File: config.mk
export PLATFORM = sky130hd
export DESIGN_NAME = phs_acc
export DESIGN_NICKNAME = d
export VERILOG_FILES = /design/src/design/periodic_hessian_stencil_assert.svh /design/src/design/phs_pkg.sv /design/src/design/phs_acc.sv
export SDC_FILE = /design/constraint.sdc
export NUM_CORES = 1
export LEC_CHECK = 0
export BUFFER_PORTS_ARGS = -buffer_cell sky130_fd_sc_hd__clkbuf_2
export CAP_MARGIN = 20
export CORE_UTILIZATION = 45
export DETAILED_ROUTE_END_ITERATION = 10
export MAX_ROUTING_LAYER = met4
export SYNTH_ARGS = -nofsm -noshare
export SYNTH_HDL_FRONTEND = slang
export SYNTH_SLANG_ARGS = --single-unit
File: constraint.sdc
create_clock -name clk -period 9.4 [get_ports clk]
set_input_delay 0 -clock clk [delete_from_list [all_inputs] [get_ports clk]]
set_output_delay 0 -clock clk [all_outputs]
set_load 0.005 [all_outputs]
File: src/design/periodic_hessian_stencil_assert.svh
// Assertion macros used by the periodic Hessian stencil module.
`ifndef PERIODIC_HESSIAN_STENCIL_ASSERT_SVH
`define PERIODIC_HESSIAN_STENCIL_ASSERT_SVH
`ifndef NO_ASSERTIONS
// Checks the consequent in the same cycle as the antecedent.
`define PHS_ASSERT_NOW(lbl, ante, cons) \
  lbl: assert property (@(posedge clk) disable iff (!rst_n) (ante) |-> (cons)) \
    else $error("phs assertion failed");
// Checks the consequent in the cycle after the antecedent.
`define PHS_ASSERT_NEXT(lbl, ante, cons) \
  lbl: assert property (@(posedge clk) disable iff (!rst_n) (ante) |=> (cons)) \
    else $error("phs assertion failed");
`else
`define PHS_ASSERT_NOW(lbl, ante, cons)
`define PHS_ASSERT_NEXT(lbl, ante, cons)
`endif
`endif

File: src/design/phs_pkg.sv
// Shared types and constants of the periodic Hessian stencil block.
`timescale 1ns / 1ps
package phs_pkg;

  localparam int SIZE_W  = 6;
  localparam int AXIS_W  = 2;
  localparam int COORD_W = 5;
  localparam int DATA_W  = 32;
  localparam int SUM_W   = 35;
  localparam int CFG_IDX_W = 3;

  localparam logic [CFG_IDX_W-1:0] REG_SIZE_X      = 3'd0;
  localparam logic [CFG_IDX_W-1:0] REG_SIZE_Y      = 3'd1;
  localparam logic [CFG_IDX_W-1:0] REG_SIZE_Z      = 3'd2;
  localparam logic [CFG_IDX_W-1:0] REG_FIRST_AXIS  = 3'd3;
  localparam logic [CFG_IDX_W-1:0] REG_SECOND_AXIS = 3'd4;

  localparam logic CMD_LOAD    = 1'b0;
  localparam logic CMD_COMPUTE = 1'b1;

  localparam logic [AXIS_W-1:0] AXIS_X     = 2'd0;
  localparam logic [AXIS_W-1:0] AXIS_Y     = 2'd1;
  localparam logic [AXIS_W-1:0] AXIS_Z     = 2'd2;
  localparam logic [AXIS_W-1:0] AXIS_ALT_Z = 2'd3;

  localparam logic [SIZE_W-1:0] SIZE_RESET = 6'd32;

  typedef enum logic [1:0] {
    ST_IDLE,
    ST_FETCH,
    ST_DRAIN,
    ST_EMIT
  } phs_state_t;

  // Neighbor step applied by the address generator.
  typedef struct packed {
    logic en;
    logic up_a;
    logic up_b;
  } phs_step_t;

  // Control of the shared accumulator.
  typedef struct packed {
    logic clr;
    logic en;
    logic sub;
  } phs_acc_ctl_t;

endpackage

File: src/design/phs_acc.sv
// Shared add/subtract accumulator with rounding divide by four and saturation.
`timescale 1ns / 1ps
module phs_acc (
  input  logic                               clk,
  input  phs_pkg::phs_acc_ctl_t              ctl,
  input  logic signed [phs_pkg::DATA_W-1:0]  rdata,
  output logic signed [phs_pkg::DATA_W-1:0]  result
);
  import phs_pkg::*;

  localparam logic signed [SUM_W-3:0] Q_MAX = {2'b00, {31{1'b1}}};
  localparam logic signed [SUM_W-3:0] Q_MIN = {2'b11, 31'b0};

  logic signed [SUM_W-1:0] sum_r;
  logic signed [SUM_W-1:0] sum_nxt;
  logic signed [SUM_W-1:0] operand;
  logic signed [SUM_W-1:0] biased;
  logic signed [SUM_W-3:0] quo;

  assign operand = SUM_W'(rdata);

  always_comb begin
    sum_nxt = sum_r;
    if (ctl.clr) begin
      sum_nxt = '0;
    end else if (ctl.en) begin
      sum_nxt = ctl.sub ? sum_r - operand : sum_r + operand;
    end
  end

  always_ff @(posedge clk) begin
    sum_r <= sum_nxt;
  end

  // Adding two before the arithmetic shift rounds to nearest, ties upward.
  assign biased = sum_r + SUM_W'(2);
  assign quo    = $signed(biased[SUM_W-1:2]);

  always_comb begin
    if (quo > Q_MAX) begin
      result = 32'sh7FFF_FFFF;
    end else if (quo < Q_MIN) begin
      result = 32'sh8000_0000;
    end else begin
      result = $signed(quo[DATA_W-1:0]);
    end
  end

endmodule
## Yosys cells after proc, flatten, opt, wreduce, memory -nomap -nowiden

Cells that the tools add are included.
W data, S select, Z words.

| cells by class | value |
|---|---|
| $add $sub $neg | 3 |
| magnitude comparators | 2 |
| mux-type cells | 3 |

Operators by type and width:

| operator | count |
|---|---|
| $mux W32 | 2 |
| $add A35 B3 Y35 const B | 1 |
| $add A35 B32 Y35 | 1 |
| $mux W35 | 1 |
| $sub A35 B32 Y35 | 1 |
| $gt A33 B32 Y1 const B | 1 |
| $lt A33 B32 Y1 const B | 1 |

| word-level totals | value |
|---|---|
| register bits | 35 |
| bits of input ports | 36 |
| output and inout port bits | 32 |

## Depth between registers and ports, before layout

Gate-level depths: netlist of run 1.

| depth | value |
|---|---|
| depth in word-level cells | 4 |
| mapped depth | 16 |
| depth with buffers taken out | 15 |

## Least setup slack after synthesis of run 1

Ideal clock, no wire load.

| path | value |
|---|---|
| kind | input -> register |
| from | in rdata[15] in the netlist's numbering |
| to | reg sum_r[34] |
| setup time | 0.134 ns |
| arrival | 3.237 ns |
| slack | 6.029 ns |
| stages on the path | 15 |
| buffers on the path | 1 |
| path through | nor4_2 > nand3_1 > or2_2 > nor3_1 > a21oi_1 > xnor2_1 > ha_1 > clkbuf_1 > a21oi_1 > o21ai_1 > a221o_1 > a21oi_1 > nand3b_1 > o21ai_0 > or4b_1 |

| on the way | value |
|---|---|
| longest elaborated chain between the ends | 2 |

Ends and longest elaborated chain:

| element | RTL line | source |
|---|---|---|
| start: declaration | phs_acc.sv:6 | `input logic signed [phs_pkg::DATA_W-1:0] rdata,` |
| $add A35 B32 Y35 / $sub A35 B32 Y35 (equally long branches) | phs_acc.sv:27 | `sum_nxt = ctl.sub ? sum_r - operand : sum_r + operand;` |
| $mux W35 (*) | phs_acc.sv:27 |  |
| end signal: assignment | phs_acc.sv:32 | `sum_r <= sum_nxt;` |
| end: declaration | phs_acc.sv:14 | `logic signed [SUM_W-1:0] sum_r;` |

Mark *: on every way between the ends. The rest lies on a longest branch, timed or not.
A chain may end at the register's enable or synchronous reset.

## Worst setup path after layout of run 1

| path | value |
|---|---|
| from | in rdata[2] in the netlist's numbering |
| to | reg sum_r[34] |

The elaborated chain is that of the path after synthesis.

==> flow_summary.yaml, run 1 <==
synthesis:
  async_flop_share_pct: 0
  syn_area_um2: 4990
  syn_avg_cell_area_um2: 7.23
  synth-seq-area-share_pct: 14.1
  synth_warnings: 0
  syn-num-nets: 763
  synth_edf_count: 0
  synth-main-ff-cell: "dfxtp_1"
  synth.distinct_cells: 81
  syn_inst: 690
  synth_seq_cells: 35
timing:
  worstMarginPinSlew_ns: 0.876
  slew_headroom_pct: 40.1
  setup_tns_ns: 0
  finalCritPeriodShare_pct: 40.9
  period_minus_slack_ns: 3.84
  final-setup-viol-count: 0
  whs_ns: 0.0728
  fin_skew_ns: 0.0117
  rsz0062_at_grt: "false"
  drv_slew: 0
  hold_viol: 0
  timing.fmax_ghz: 0.260
  fin_ws_ns: 5.56
placed_design:
  port_buffers: 67
  place_hpwl_mm: 11.9
  gp_congestion: 0.943
  pre_cts_ws_ns: 5.31
  placed_area_um2: 5370
clock_network:
  cts_setup_buffers: 0
  clock_latency_ns: 0.30
  clockBufferDepth: 2
  clk_pin_slew_worst_paths_ns: 0.09
  cts_hold_buf: 0
  root_buffer: "clkbuf_8"
  numCtsBuffers: 5
  clock_sinks: 35
  ctsResizeCount: 0
  cts_tree: "yes"
  htreeDepth: 2
final_layout:
  n_antenna_cell: 0
  final_util_pct: 50.6
  drive_gt1_share_pct: 14.9
  final_common_cell: "clkbuf_2"
  final_cell_mix: "clkbuf_2, a21oi_1, nor2_1, nand2_1, xnor2_1"
  reg.largest.list: "sum_r: 35 flops"
  final_nets: 805
  fin_area_um2: 5480
  top_register: "sum_r"
  largest_reg_flops: 35
  syn_to_final_growth_pct: 9.94
floorplanning:
  core.rowCount: 38
  die_width_um: 107
  ios: 68
  die_h_um: 107
  start_util_pct: 46.0
  die_area_um2: 11500
  core_um2: 10800
grt:
  antenna_found_initial: 0
  grt_overflow: 0
  grt_pass1_wl_mm: 24.4
  grt_pass1_vias: 4662
  grt_usage_pct: 27.6
  grt_start_max_net_pins: 41
worst_setup_path:
  reg2reg_depth: 10
  worstPathRequired_ns: 9.58
  slowest_stage: "or4b_1"
  r2r-start: "sum_r[0]$_SDFFE_PP0P_"
  max_stage_delay_ns: 0.52
  critPathLaunch: "rdata[2]"
  path_buf_inv: 1
  r2r_end: "sum_r[26]$_SDFFE_PP0P_"
  endpoint: "sum_r[34]$_SDFFE_PP0P_"
  critPathCaptureType: "register"
  cp-start-kind: "primary input"
  crit_family: "simple AND/OR/NAND/NOR gates"
  worstSetupPathDepth: 15
  crit_type: "primary input to register"
  crit_chain: "clkbuf_2, nor4_2, nand4b_1, or2_2, nor3_1, a21oi_1, xnor2_1, ha_1, a21oi_1, o21ai_1, a221o_1, a21oi_1, nand3b_1, o21ai_0, or4b_1"
  worstPathMaxFanout: 8
  reg2reg_setup_slack_ns: 6.43
  path_common_cell: "a21oi_1"
  critPathArrivalTime_ns: 4.02
routing:
  ant_nets: 0
  totalWireLength_mm: 15.2
  vias_per_cell: 6.09
  first_pass_iters: 6
  drtIter0Drc: 523
  wl_per_cell_um: 17.4
  vias: 5316
  post-route-drc-count: 0
outcome:
  status: "finished, final reports clean"
power_and_ir_drop:
  power_leakage_nw: 2.31
  pwr-share-comb_pct: 61.0
  power_frac_seq_pct: 24.7
  swShare_pct: 48.7
  power_frac_clock_pct: 14.3
  power_density_nw_per_um2: 186
  switchingPower_uw: 496
  vdd_drop_max_mv: 0.0756
  p_int_uw: 522
job:
  cap_viol_max_count: 0
min_path:
  hold_path.class: "primary input to register"
==> layer usage <==
metal | vias to the layer above | routed length [µm] | part of all wire (%) | global-route usage, %
met5 | - | 0 | 0 | -
met4 | 0 | 133 | 0.88 | 3.91
met3 | 13 | 1040 | 6.8 | 2.97
met2 | 190 | 6090 | 40 | 40.0
met1 | 2464 | 7900 | 52 | 41.7
li1 | 2649 | - | - | -
==> power groups by stage <==
stage / Combinational (mW) / Sequential, mW / Clock, mW
after global placement: 0.602 / 0.251 / 0
after detailed placement: 0.609 / 0.251 / 0
after CTS: 0.612 / 0.247 / 0.147
final: 0.621 / 0.251 / 0.146
after global routing: 0.693 / 0.256 / 0.154
after floorplan: 0.453 / 0.222 / 0
==> per-stage QoR <==
step,power (mW),cells
after floorplan,0.675,690
after global placement,0.852,865
after detailed placement,0.860,865
after CTS,1.01,873
after global routing,1.10,873
final,1.02,873
==> area by class of cell <==
type	count	area (µm²)
clock buffer	5	68.8
multi-input combinational	605	4080
inverter	15	56.3
fill	1121	5360
tap	140	175
timing repair buffer	70	358
clock inverter	3	43.8
sequential	35	701
==> worst register-to-register path: stages, from the launching register on <==
cell and delay [ns]:
dfxtp_1 0.34, inv_1 0.05, ha_1 0.26, fa_1 0.42
nand2b_1 0.20, a21oi_2 0.28, o211ai_2 0.18, o21a_1 0.27
o31a_1 0.37, mux2_1 0.32, a31o_1 0.18
==> synthesized netlist by cell type, types with 21 or more instances <==
cell type	number	area, µm²
nand3_1	25	125
nand2_1	56	210
a21oi_1	64	320
nor2_1	62	233
a21o_1	21	158
xnor2_1	46	403
nor3_1	33	165
dfxtp_1	35	701
ha_1	36	450
xor2_1	28	245
o21ai_0	36	180
==> cells by family (layout without fill, tap and decap cells) <==
logic type               count (synthesis)  count (layout)  synth area share, %
AO/OA/AOI/OAI                          201             201                 27.2
buffers and inverters                   50              93                 4.14
AND/OR/NAND/NOR                        279             279                 29.3
XOR/XNOR                                74              74                 13.0
adder cells (fa/ha/maj)                 37              37                 9.44
flip-flops                              35              35                 14.1
multiplexers                            14              14                 2.84
==> worst min-delay path by stage <==
stage / startpoint / endpoint / slack [ns] / cells past startpoint
floorplan: rdata[0] / sum_r[0]$_SDFFE_PP0P_ / 0.21 / 2
global placement: rdata[0] / sum_r[0]$_SDFFE_PP0P_ / 0.38 / 3
detailed placement: rdata[0] / sum_r[0]$_SDFFE_PP0P_ / 0.38 / 3
CTS: rdata[0] / sum_r[0]$_SDFFE_PP0P_ / 0.06 / 3
global route: rdata[0] / sum_r[0]$_SDFFE_PP0P_ / 0.11 / 3
finish: rdata[0] / sum_r[0]$_SDFFE_PP0P_ / 0.07 / 3
(Power assumes the default switching activity.)
==> run 2, diff against run 1 <==
- PLACE_DENSITY: unset -> 0.67
- clock period: 9.4 -> 3.3 ns (I/O delays scaled with it)
==> run 2 against run 1 <==
Power increased to 3.2 times the previous value. Sequential cell count unchanged. Clock skew decreased by 0.0042 ns. Combinational power increased to 3.4 times the previous value. Die area unchanged. Largest cell class unchanged. Largest power group unchanged.
==> flow_summary.yaml, run 2 (synthesis gave the netlist of run 1 again) <==
worst_setup_path:
  crit_family: "simple AND/OR/NAND/NOR gates"
  reg2reg_setup_slack_ns: 0.51
  path_common_cell: "buf_4"
  slowest_stage: "or4b_1"
  r2r_end: "sum_r[26]$_SDFFE_PP0P_"
  worstPathRequired_ns: 3.48
  r2r-start: "sum_r[0]$_SDFFE_PP0P_"
  worstSetupPathDepth: 16
  critPathArrivalTime_ns: 3.40
  crit_type: "primary input to register"
  max_stage_delay_ns: 0.47
  critPathCaptureType: "register"
  reg2reg_depth: 10
  worstPathMaxFanout: 4
  path_buf_inv: 3
  cp-start-kind: "primary input"
  crit_chain: "clkbuf_2, nor4_4, nand4b_1, buf_4, nor3_2, buf_4, a31oi_2, xnor2_1, ha_1, a21o_1, a211oi_2, nor2_1, o41ai_2, o2bb2ai_2, mux2i_1, or4b_1"
timing:
  final-setup-viol-count: 0
  timing.fmax_ghz: 0.310
  period_minus_slack_ns: 3.22
  slew_headroom_pct: 53.6
  setup_tns_ns: 0
  worstMarginPinSlew_ns: 0.696
  drv_slew: 0
  fin_skew_ns: 0.00756
  hold_viol: 0
  fin_ws_ns: 0.0762
  finalCritPeriodShare_pct: 97.7
  rsz0062_at_grt: "true"
final_layout:
  final_nets: 903
  final_cell_mix: "buf_4, clkbuf_2, a21oi_1, nor2_1, nand2_1"
  drive_gt1_share_pct: 26.4
  reg.largest.list: "sum_r: 35 flops"
  syn_to_final_growth_pct: 26.4
  n_antenna_cell: 0
  final_common_cell: "buf_4"
  top_register: "sum_r"
  final_cells: 971
  largest_reg_flops: 35
  fillCellCount: 1015
power_and_ir_drop:
  power_density_nw_per_um2: 512
  vdd_drop_max_mv: 0.244
  power_leakage_nw: 2.82
clock_network:
  htreeDepth: 2
  clockBufferDepth: 2
  clk_pin_slew_worst_paths_ns: 0.08
  clock_sinks: 35
  cts_tree: "yes"
  root_buffer: "clkbuf_8"
  numCtsBuffers: 5
  clock_latency_ns: 0.30
  cts_hold_buf: 0
outcome:
  status: "finished, final reports clean"
job:
  cap_viol_max_count: 0
routing:
  ant_nets: 0
  vias: 5670
  totalWireLength_mm: 15.5
  post-route-drc-count: 0
  vias_per_cell: 5.84
  drtIter0Drc: 353
  wl_per_cell_um: 15.9
  first_pass_iters: 5
grt:
  grt_pass1_wl_mm: 25.4
  antenna_found_initial: 0
  grt_overflow: 0
  grt_pass1_vias: 5265
  grt_start_max_net_pins: 40
  grt_usage_pct: 28.5
floorplanning:
  die_h_um: 107
  die_area_um2: 11500
  core.rowCount: 38
  ios: 68
  start_util_pct: 46.0
  die_width_um: 107
  core_um2: 10800
min_path:
  hold_end: "sum_r[0]$_SDFFE_PP0P_"
  hold_path.class: "primary input to register"
  holdPathStages: 4
  min-delay-start: "rdata[0]"
placed_design:
  pre_cts_ws_ns: -0.245
  place_hpwl_mm: 12.7
  port_buffers: 67
  placedCellCount: 962
  gp_congestion: 1.02
-- run 2: how the worst max path moves through the flow --
stage	from	end	slack, ns
6_report	rdata[0]	sum_r[34]$_SDFFE_PP0P_	0.08
5_1_grt	rdata[0]	sum_r[34]$_SDFFE_PP0P_	-0.09
3_5_place_dp	rdata[2]	sum_r[34]$_SDFFE_PP0P_	-0.24
3_3_place_gp	rdata[2]	sum_r[34]$_SDFFE_PP0P_	-0.15
4_1_cts	rdata[2]	sum_r[34]$_SDFFE_PP0P_	0.06
2_1_floorplan	rdata[2]	sum_r[34]$_SDFFE_PP0P_	0.003
-- run 2: tightest hold or removal path, cell delays in order --
cell	delay, ns
clkbuf_2	0.13
buf_4	0.13
ha_1	0.12
a211oi_1	0.06
-- run 2: per-layer routing --
layer | wire [µm] | global-route usage, % | vias to the layer above
li1 | - | - | 2835
met1 | 7420 | 40.7 | 2564
met2 | 6500 | 42.5 | 248
met3 | 1320 | 3.27 | 23
met4 | 228 | 6.75 | 0
met5 | 0 | - | -
-- run 2: layout make-up --
cell class | count | area (µm²) | share of cell area (%)
tap | 140 | 175 | 2.78
clock buffer | 5 | 68.8 | 1.09
timing repair buffer | 168 | 1090 | 17.3
sequential | 35 | 701 | 11.1
clock inverter | 3 | 43.8 | 0.695
inverter | 15 | 56.3 | 0.893
multi-input combinational | 605 | 4170 | 66.1
-- run 2: per-stage QoR --
stage	hold slack, ns	area, µm²	util, %	power (mW)
floorplan	0.213	4990	-	1.92
global placement	0.447	6100	56.3	2.72
detailed placement	0.467	6100	56.3	2.77
CTS	0.153	6210	57.3	3.17
global route	0.205	6300	58.2	3.48
finish	0.186	6300	58.2	3.23
-- run 2: timing repair --
action,in CTS,in global routing
setup endpoints to repair,0,15
resized for setup,0,17
buffers inserted,0,1
-- run 2: report_power, final --
| part | switching, mW | leakage, nW | internal, mW |
|---|---|---|---|
| clock | 0.177 | 0.0581 | 0.225 |
| combinational | 1.12 | 2.47 | 1.01 |
| sequential | 0.185 | 0.289 | 0.517 |
| total | 1.48 | 2.82 | 1.75 |
