===== src/design/periodic_hessian_stencil_assert.svh =====
// Assertion macros used by the periodic Hessian stencil module.
`ifndef PERIODIC_HESSIAN_STENCIL_ASSERT_SVH
`define PERIODIC_HESSIAN_STENCIL_ASSERT_SVH
`ifndef NO_ASSERTIONS
// Checks the consequent in the same cycle as the antecedent.
`define PHS_ASSERT_NOW(lbl, ante, cons) \
  lbl: assert property (@(posedge clk) disable iff (!rst_n) (ante) |-> (cons)) \
    else $error("phs assertion failed");
// Checks the consequent in the cycle after the antecedent.
`define PHS_ASSERT_NEXT(lbl, ante, cons) \
  lbl: assert property (@(posedge clk) disable iff (!rst_n) (ante) |=> (cons)) \
    else $error("phs assertion failed");
`else
`define PHS_ASSERT_NOW(lbl, ante, cons)
`define PHS_ASSERT_NEXT(lbl, ante, cons)
`endif
`endif


===== src/design/phs_pkg.sv =====
// Shared types and constants of the periodic Hessian stencil block.
`timescale 1ns / 1ps
package phs_pkg;

  localparam int SIZE_W  = 6;
  localparam int AXIS_W  = 2;
  localparam int COORD_W = 5;
  localparam int DATA_W  = 32;
  localparam int SUM_W   = 35;
  localparam int CFG_IDX_W = 3;

  localparam logic [CFG_IDX_W-1:0] REG_SIZE_X      = 3'd0;
  localparam logic [CFG_IDX_W-1:0] REG_SIZE_Y      = 3'd1;
  localparam logic [CFG_IDX_W-1:0] REG_SIZE_Z      = 3'd2;
  localparam logic [CFG_IDX_W-1:0] REG_FIRST_AXIS  = 3'd3;
  localparam logic [CFG_IDX_W-1:0] REG_SECOND_AXIS = 3'd4;

  localparam logic CMD_LOAD    = 1'b0;
  localparam logic CMD_COMPUTE = 1'b1;

  localparam logic [AXIS_W-1:0] AXIS_X     = 2'd0;
  localparam logic [AXIS_W-1:0] AXIS_Y     = 2'd1;
  localparam logic [AXIS_W-1:0] AXIS_Z     = 2'd2;
  localparam logic [AXIS_W-1:0] AXIS_ALT_Z = 2'd3;

  localparam logic [SIZE_W-1:0] SIZE_RESET = 6'd32;

  typedef enum logic [1:0] {
    ST_IDLE,
    ST_FETCH,
    ST_DRAIN,
    ST_EMIT
  } phs_state_t;

  // Neighbor step applied by the address generator.
  typedef struct packed {
    logic en;
    logic up_a;
    logic up_b;
  } phs_step_t;

  // Control of the shared accumulator.
  typedef struct packed {
    logic clr;
    logic en;
    logic sub;
  } phs_acc_ctl_t;

endpackage


===== src/design/phs_addr.sv =====
// Volume address generator with periodic neighbor steps on two axes.
`timescale 1ns / 1ps
module phs_addr #(
  parameter int MAX_X = 32,
  parameter int MAX_Y = 32,
  parameter int MAX_Z = 32,
  localparam int DEPTH = MAX_X * MAX_Y * MAX_Z,
  localparam int AW = (DEPTH > 1) ? $clog2(DEPTH) : 1
) (
  input  logic [phs_pkg::SIZE_W-1:0] coord_x,
  input  logic [phs_pkg::SIZE_W-1:0] coord_y,
  input  logic [phs_pkg::SIZE_W-1:0] coord_z,
  input  logic [phs_pkg::SIZE_W-1:0] size_x,
  input  logic [phs_pkg::SIZE_W-1:0] size_y,
  input  logic [phs_pkg::SIZE_W-1:0] size_z,
  input  logic [phs_pkg::AXIS_W-1:0] axis_a,
  input  logic [phs_pkg::AXIS_W-1:0] axis_b,
  input  phs_pkg::phs_step_t         step,
  output logic [AW-1:0]              addr
);
  import phs_pkg::*;

  logic [SIZE_W-1:0] c  [3];
  logic [SIZE_W-1:0] n  [3];
  logic [SIZE_W-1:0] p1 [3];
  logic [SIZE_W-1:0] p2 [3];
  logic [AXIS_W-1:0] a_eff;
  logic [AXIS_W-1:0] b_eff;

  function automatic logic [SIZE_W-1:0] wrap_step(input logic [SIZE_W-1:0] cv,
                                                  input logic [SIZE_W-1:0] nv,
                                                  input logic up);
    logic [SIZE_W:0] inc;
    inc = (SIZE_W+1)'(cv) + (SIZE_W+1)'(1);
    if (up) begin
      return (inc >= (SIZE_W+1)'(nv)) ? '0 : inc[SIZE_W-1:0];
    end
    return (cv == '0) ? nv - SIZE_W'(1) : cv - SIZE_W'(1);
  endfunction

  assign c[0] = coord_x;
  assign c[1] = coord_y;
  assign c[2] = coord_z;
  assign n[0] = size_x;
  assign n[1] = size_y;
  assign n[2] = size_z;

  // The unused axis code selects z.
  assign a_eff = (axis_a == AXIS_ALT_Z) ? AXIS_Z : axis_a;
  assign b_eff = (axis_b == AXIS_ALT_Z) ? AXIS_Z : axis_b;

  always_comb begin
    for (int i = 0; i < 3; i++) begin
      p1[i] = (step.en && a_eff == AXIS_W'(i)) ? wrap_step(c[i], n[i], step.up_a) : c[i];
    end
    for (int i = 0; i < 3; i++) begin
      p2[i] = (step.en && b_eff == AXIS_W'(i)) ? wrap_step(p1[i], n[i], step.up_b) : p1[i];
    end
  end

  assign addr = AW'((32'(p2[0]) * 32'(MAX_Y) + 32'(p2[1])) * 32'(MAX_Z) + 32'(p2[2]));

endmodule


===== config.mk =====
export PLATFORM = sky130hd
export DESIGN_NAME = phs_addr
export DESIGN_NICKNAME = d
export VERILOG_FILES = /design/src/design/periodic_hessian_stencil_assert.svh /design/src/design/phs_pkg.sv /design/src/design/phs_addr.sv
export SDC_FILE = /design/constraint.sdc
export NUM_CORES = 1
export LEC_CHECK = 0
export BUFFER_PORTS_ARGS = -buffer_cell sky130_fd_sc_hd__buf_2
export CAP_MARGIN = 10
export CORE_MARGIN = 2
export CORE_UTILIZATION = 48
export DETAILED_ROUTE_END_ITERATION = 10
export PLACE_DENSITY = 0.77
export SYNTH_ARGS = -nofsm -noshare
export SYNTH_HDL_FRONTEND = slang
export SYNTH_SLANG_ARGS = --single-unit

===== constraint.sdc =====
create_clock -name vclk -period 7.3
set_input_delay 0 -clock vclk [all_inputs]
set_output_delay 0 -clock vclk [all_outputs]
set_load 0.02 [all_outputs]

# Word level (Yosys, flattened, before mapping)
# Index checks and enable logic that the tools add are counted.
op_classes:
  n_addsub: 17
  n_eq_ne: 6
  reduce_logical: 14
  magnitude_cmp: 6
  n_mux: 34
ops:
  columns: ["operator", "count"]
  rows:
  - ["2-to-1 mux 6 bit", 25]
  - ["subtractor 6 x 1 -> 6 bit, second input constant", 8]
  - ["adder 6 x 1 -> 7 bit, second input constant", 6]
  - [">= comparator 7 x 6 -> 1 bit", 6]
  - ["logical NOT 6 bit", 6]
  - ["2-to-1 mux 5 bit", 5]
  - ["adder 15 x 6 -> 15 bit", 1]
  - ["adder 10 x 6 -> 10 bit", 1]
  - ["equality test 2 bit, second input constant", 4]
  - ["logical AND 1 bit", 6]
  - ["subtractor 5 x 1 -> 5 bit, second input constant", 1]
  - ["equality test 2 x 1 -> 1 bit, second input constant", 2]
  - ["logical NOT 2 bit", 2]
  - ["2-to-1 mux 2 bit", 2]
  - ["2-to-1 mux 1 bit", 2]
word_totals:
  elab_cells: 77
  register_bits: 0
  in_bits: 43
  out_inout_bits: 15

# Depth between registers and ports, before layout
# Gate-level depths: netlist (run 1).
depth:
  ltp_word: 14
  depth_mapped: 28

# Worst setup path before layout (run 1)
# OpenSTA, ideal clock, no wires.
synth_timing:
  path_kind: "in2out"
  startpoint: "input coord_y[0] (netlist bit)"
  endpoint: "output addr[14]"
  slack_ps: 1928
  required_time_ps: 7300
  arrival_time_ps: 5372
  stages: 27
  path_cell_list: "ha_1 > and3_1 > xor2_1 > ha_1 > a21o_1 > a211o_1 > a211oi_2 > a32o_1 > nor2_1 > nor3_2 > nand3_1 > xnor2_1 > ha_1 > and3_1 > a21oi_1 > o21ai_1 > nor3_1 > o31a_1 > nand2_1 > a31oi_1 > ha_1 > nand4b_1 > mux2i_1 > o22ai_1 > xnor2_2 > nand4_1 > xnor2_1"
synth_between:
  elab_chain_len: 14
synth_lines:
  columns: ["element", "line_no", "rtl"]
  rows:
  - ["start, declared", "phs_addr.sv:11", "input logic [phs_pkg::SIZE_W-1:0] coord_y,"]
  - ["adder 6 x 1 -> 7 bit", "phs_addr.sv:34", "inc = (SIZE_W+1)'(cv) + (SIZE_W+1)'(1);"]
  - [">= comparator 7 x 6 -> 1 bit", "phs_addr.sv:36", "return (inc >= (SIZE_W+1)'(nv)) ? '0 : inc[SIZE_W-1:0];"]
  - ["2-to-1 mux 6 bit", "phs_addr.sv:36", null]
  - ["2-to-1 mux 6 bit", "phs_addr.sv:35", "if (up) begin"]
  - ["2-to-1 mux 6 bit", "phs_addr.sv:38", "return (cv == '0) ? nv - SIZE_W'(1) : cv - SIZE_W'(1);"]
  - ["2-to-1 mux 6 bit (*)", "phs_addr.sv:54", "p1[i] = (step.en && a_eff == AXIS_W'(i)) ? wrap_step(c[i], n[i], step.up_a) : c[i];"]
  - ["adder 6 x 1 -> 7 bit", "phs_addr.sv:34", null]
  - [">= comparator 7 x 6 -> 1 bit", "phs_addr.sv:36", null]
  - ["2-to-1 mux 6 bit", "phs_addr.sv:36", null]
  - ["2-to-1 mux 6 bit", "phs_addr.sv:35", null]
  - ["2-to-1 mux 6 bit", "phs_addr.sv:38", null]
  - ["2-to-1 mux 6 bit (*)", "phs_addr.sv:57", "p2[i] = (step.en && b_eff == AXIS_W'(i)) ? wrap_step(p1[i], n[i], step.up_b) : p1[i];"]
  - ["adder 10 x 6 -> 10 bit (*)", "phs_addr.sv:61", "assign addr = AW'((32'(p2[0]) * 32'(MAX_Y) + 32'(p2[1])) * 32'(MAX_Z) + 32'(p2[2]));"]
  - ["adder 15 x 6 -> 15 bit (*)", "phs_addr.sv:61", null]
  - ["end, declared", "phs_addr.sv:19", "output logic [AW-1:0] addr"]
# Mark *: on every way between the ends. The rest lies on a longest branch, timed or not. The select of a mux whose other input is x is not followed.

# Worst setup path in the final report (run 1)
# Ends and elaborated chain as after synthesis.

==> reports/metrics.yaml, run 1 <==
synthesis:
  synthTopCellsByArea: "ha_1 (19%), xnor2_1 (6.7%), inv_1 (4.3%), a21oi_1 (3.9%), nand3_1 (3.9%)"
  synth_cells: 563
  yosysWarnings: 0
  avgSynthCellArea_um2: 7.24
  synth.cell_area_mm2: 0.00408
  synth_top_area_share_pct: 19.0
  yosys.area.top_type: "ha_1"
  synth_nets: 668
  ys_seq_area_share_pct: 0
  yosysUniqueCellTypes: 97
placement:
  dpl_cell_area_mm2: 0.00439
  place_congestion: 0.992
  dp_hpwl_mm: 9.53
  dp_slack_ns: 1.06
  io_buffer_count: 58
cells_and_area:
  nets: 710
  areaGrowthSynthToFinish_pct: 7.80
  seq_cell_count: 0
  fill_cells: 786
  multi_input_area_mm2: 0.00379
  clock_buffers: 0
  final_layout_size_suffix_gt1_share_pct: 17.7
  n_antenna_cell: 0
  fin_area_mm2: 0.00439
  register_area_um2: 0
worst_setup_path:
  cpPeakStageDelay_ns: 0.47
  required_ns: 7.30
  critical_path_buf_inv_count: 2
  cp_slowest_cell: "nor3_1"
  critPathTopFamily: "compound AO/OA/AOI/OAI gates"
  cpMostUsedCell: "ha_1"
  cp_max_fo: 9
  critPathKind: "in2out"
  cp-end-kind: "primary output"
  critical_path.startpoint_type: "primary input"
  crit_arrival_ns: 6.35
floorplanning:
  io-pin-count: 58
  die_area_mm2: 0.00925
  initial_core_util_pct: 49.6
  core-area_mm2: 0.00822
  die_w_um: 96.2
  die_y_um: 96.2
  row_count: 33
grt:
  grt_pass1_wl_mm: 19.3
  gr-total-overflow: 0
  antenna_found_initial: 0
  grt_usage_pct: 25.2
  grt_pass1_vias: 4151
  grt_max_degree: 20
clock_tree:
  cts_hold_buf: 0
  postCtsSetupBuffers: 0
  cts.repair.resized: 0
sta:
  max_freq_mhz: 158
  drv_slew: 0
  relSlewSlack_pct: 46.6
  layout_setup_ws_ns: 0.952
  tns_ns: 0
  fin_hold_ws_ns: 0.553
  period_minus_slack_ns: 6.35
  finalHoldViolations: 0
  rsz0062_at_grt: "no"
  setup_violations: 0
  tightestPinTransition_ns: 0.796
  fin_crit_sh_pct: 87.0
detailed_routing:
  met2_length_mm: 5.56
  post_drt_wl_per_cell_um: 16.5
  drt-total-wl_mm: 11.7
  vias: 4493
  dr.first_iter.drc_count: 299
  top_layer: "met4"
  wl_met3_um: 756
  drcViolationCount: 0
  viasPerCell: 6.35
  wl_met1_mm: 5.10
  final_antenna_net_count: 0
  drt-pass1-iter-count: 5
power:
  ir_drop_uv: 26.7
  power_density_mw_per_mm2: 76.0
  power_uw: 334
  total_leakage_power_nw: 1.89
flow_run:
  max_cap_violations: 0
worst_hold_path:
  min_path_type: "in2out"
status:
  status: "finished, final reports clean"
synth_stat cells (9+ instances only):
| cell type | n |
|---|---|
| ha_1 | 62 |
| inv_1 | 47 |
| nand2_1 | 41 |
| nor2_1 | 39 |
| a21oi_1 | 32 |
| nand3_1 | 32 |
| xnor2_1 | 31 |
| o21ai_0 | 21 |
| nor3_1 | 18 |
| mux2i_1 | 13 |
| xor2_1 | 13 |
| clkbuf_1 | 11 |
| a31oi_1 | 10 |
| a21o_1 | 9 |
| and3_1 | 9 |
layer usage:
| metal | up-vias | global-route usage (%) |
|---|---|---|
| met2 | 203 | 44.0 |
| met3 | 24 | 1.88 |
| li1 | 2198 | - |
| met5 | - | 0 |
| met1 | 2068 | 33.5 |
| met4 | 0 | 6.07 |
layout make-up:
type / count / share of cell area [%]
Inverter: 49 / 4.19
Multi-Input combinational cell: 496 / 86.2
Tap cell: 105 / 2.99
Timing Repair Buffer: 58 / 6.61
stage by stage:
step | cells | util (%)
5_1_grt | 708 | 53.5
3_3_place_gp | 708 | 53.5
6_report | 708 | 53.5
2_1_floorplan | 563 | -
3_5_place_dp | 708 | 53.5
4_1_cts | 708 | 53.5
logic make-up after synthesis:
group	share of synthesized area (%)
simple gates	28.8
buf+inv	7.06
mux	3.74
compound gates	31.1
fa+ha+maj	19.0
xor+xnor	10.3
placed cells by master, fill, tap and decap left out, types with 10 or more instances in the layout:
cell type | Yosys | routed
o21ai_0 | 21 | 21
xnor2_1 | 31 | 31
xor2_1 | 13 | 13
ha_1 | 62 | 62
nand3_1 | 32 | 32
a21oi_1 | 32 | 32
nand2_1 | 41 | 41
nor3_1 | 18 | 18
mux2i_1 | 13 | 13
nor2_1 | 39 | 39
inv_1 | 47 | 47
buf_2 | 2 | 58
a31oi_1 | 10 | 10
power by group:
group,switching (mW),total (mW),internal (mW)
combinational,0.206,0.334,0.128
clock,0,0,0
sequential,0,0,0
total,0.206,0.334,0.128
final timing paths:
check,end,startpoint,slack [ns],cells after the start
setup / recovery,addr[14],coord_y[0],0.95,29
hold / removal,addr[1],axis_b[1],0.55,4
(Power assumes the default switching activity.)
==> inputs of run 2 (changes only) <==
--- a/config.mk
+++ b/config.mk
@@ -8,9 +8,9 @@
 export BUFFER_PORTS_ARGS = -buffer_cell sky130_fd_sc_hd__buf_2
 export CAP_MARGIN = 10
 export CORE_MARGIN = 2
-export CORE_UTILIZATION = 48
+export CORE_UTILIZATION = 45
 export DETAILED_ROUTE_END_ITERATION = 10
-export PLACE_DENSITY = 0.77
+export PLACE_DENSITY = 0.73
 export SYNTH_ARGS = -nofsm -noshare
 export SYNTH_HDL_FRONTEND = slang
 export SYNTH_SLANG_ARGS = --single-unit
==> reports/metrics.yaml, run 2 (synthesized netlist as in run 1, its figures left out) <==
status:
  status: "finished, final reports clean"
worst_hold_path:
  hp-start: "step[0]"
  min_path_type: "in2out"
  hold-path-cell-count: 3
  hold_end: "addr[0]"
cells_and_area:
  seq_cell_count: 0
  register_area_um2: 0
  final_cell_mix: "ha_1 (62), buf_2 (58), inv_1 (47)"
  n_antenna_cell: 0
  areaGrowthSynthToFinish_pct: 7.89
  clock_buffers: 0
  final_layout_size_suffix_gt1_share_pct: 17.7
  nets: 710
  final_common_cell: "ha_1"
clock_tree:
  postCtsSetupBuffers: 0
  cts.repair.resized: 0
  cts_hold_buf: 0
sta:
  period_minus_slack_ns: 6.38
  drv_slew: 0
  layout_setup_ws_ns: 0.917
  relSlewSlack_pct: 46.0
  tightestPinTransition_ns: 0.804
  setup_violations: 0
  tns_ns: 0
  max_freq_mhz: 157
  rsz0062_at_grt: "no"
  fin_crit_sh_pct: 87.4
  finalHoldViolations: 0
placement:
  place_congestion: 0.948
  dp_slack_ns: 1.00
  io_buffer_count: 58
  dp_hpwl_mm: 9.64
power:
  power_uw: 333
  power_density_mw_per_mm2: 75.8
  ir_drop_uv: 28.6
  total_leakage_power_nw: 1.89
detailed_routing:
  drcViolationCount: 0
  viasPerCell: 6.31
  drt-total-wl_mm: 11.6
  final_antenna_net_count: 0
  vias: 4485
  post_drt_wl_per_cell_um: 16.4
  dr.first_iter.drc_count: 292
  drt-pass1-iter-count: 6
floorplanning:
  io-pin-count: 58
  initial_core_util_pct: 46.5
  row_count: 34
  die_w_um: 99.2
  core-area_mm2: 0.00876
  die_y_um: 99.2
  die_area_mm2: 0.00984
grt:
  antenna_found_initial: 0
  gr-total-overflow: 0
  grt_max_degree: 20
  grt_pass1_wl_mm: 19.1
  grt_pass1_vias: 4039
  grtUsageMet3_pct: 0.632
  use_met1_pct: 31.1
  gr-max-usage-layer: "met2"
  grt_use_met2_pct: 39.9
  grt_usage_pct: 22.6
worst_setup_path:
  cp_max_fo: 9
  critPathKind: "in2out"
  cp-end-kind: "primary output"
  crit_arrival_ns: 6.38
  cpPeakStageDelay_ns: 0.46
  cpMostUsedCell: "ha_1"
  required_ns: 7.30
  critical_path.startpoint_type: "primary input"
  cp_slowest_cell: "nor3_1"
flow_run:
  max_cap_violations: 0
-- run 2: worst max path at each step --
stage                     startpoint       end
after global placement    coord_y[0]  addr[14]
after CTS                 coord_y[0]  addr[14]
after global routing      coord_y[0]  addr[14]
final                     coord_y[0]  addr[14]
after floorplan           coord_y[0]  addr[14]
after detailed placement  coord_y[0]  addr[14]
-- run 2: cell type report --
class	instances	area [um^2]
tap	108	135
timing repair buffer	58	290
fill	892	4370
multi-input combinational	496	3790
inverter	49	184
-- run 2: report_power, final --
part           switching [mW]  internal [mW]
Combinational           0.206          0.127
Sequential                  0              0
Clock                       0              0
-- run 2: metal layers --
layer	vias up	part of all wire, %
met5	-	0
met4	0	1.7
met2	180	48
met3	28	6.4
met1	2088	44
li1	2189	-
-- run 2: worst max-delay path: cells and delay by family --
| kind | cells | cell delay [ns] |
|---|---|---|
| XOR/XNOR | 4 | 0.82 |
| adder cells (fa/ha/maj) | 4 | 1.13 |
| AO/OA/AOI/OAI | 9 | 2.07 |
| buffers and inverters | 2 | 0.35 |
| multiplexers | 1 | 0.14 |
| AND/OR/NAND/NOR | 9 | 1.86 |
-- run 2: stage by stage --
stage / utilization, % / area, um^2 / instances / hold slack [ns]
after floorplan: - / 4080 / 563 / 0.269
after global placement: 50.2 / 4400 / 711 / 0.547
after global routing: 50.2 / 4400 / 711 / 0.567
final: 50.2 / 4400 / 711 / 0.547
after CTS: 50.2 / 4400 / 711 / 0.556
after detailed placement: 50.2 / 4400 / 711 / 0.552
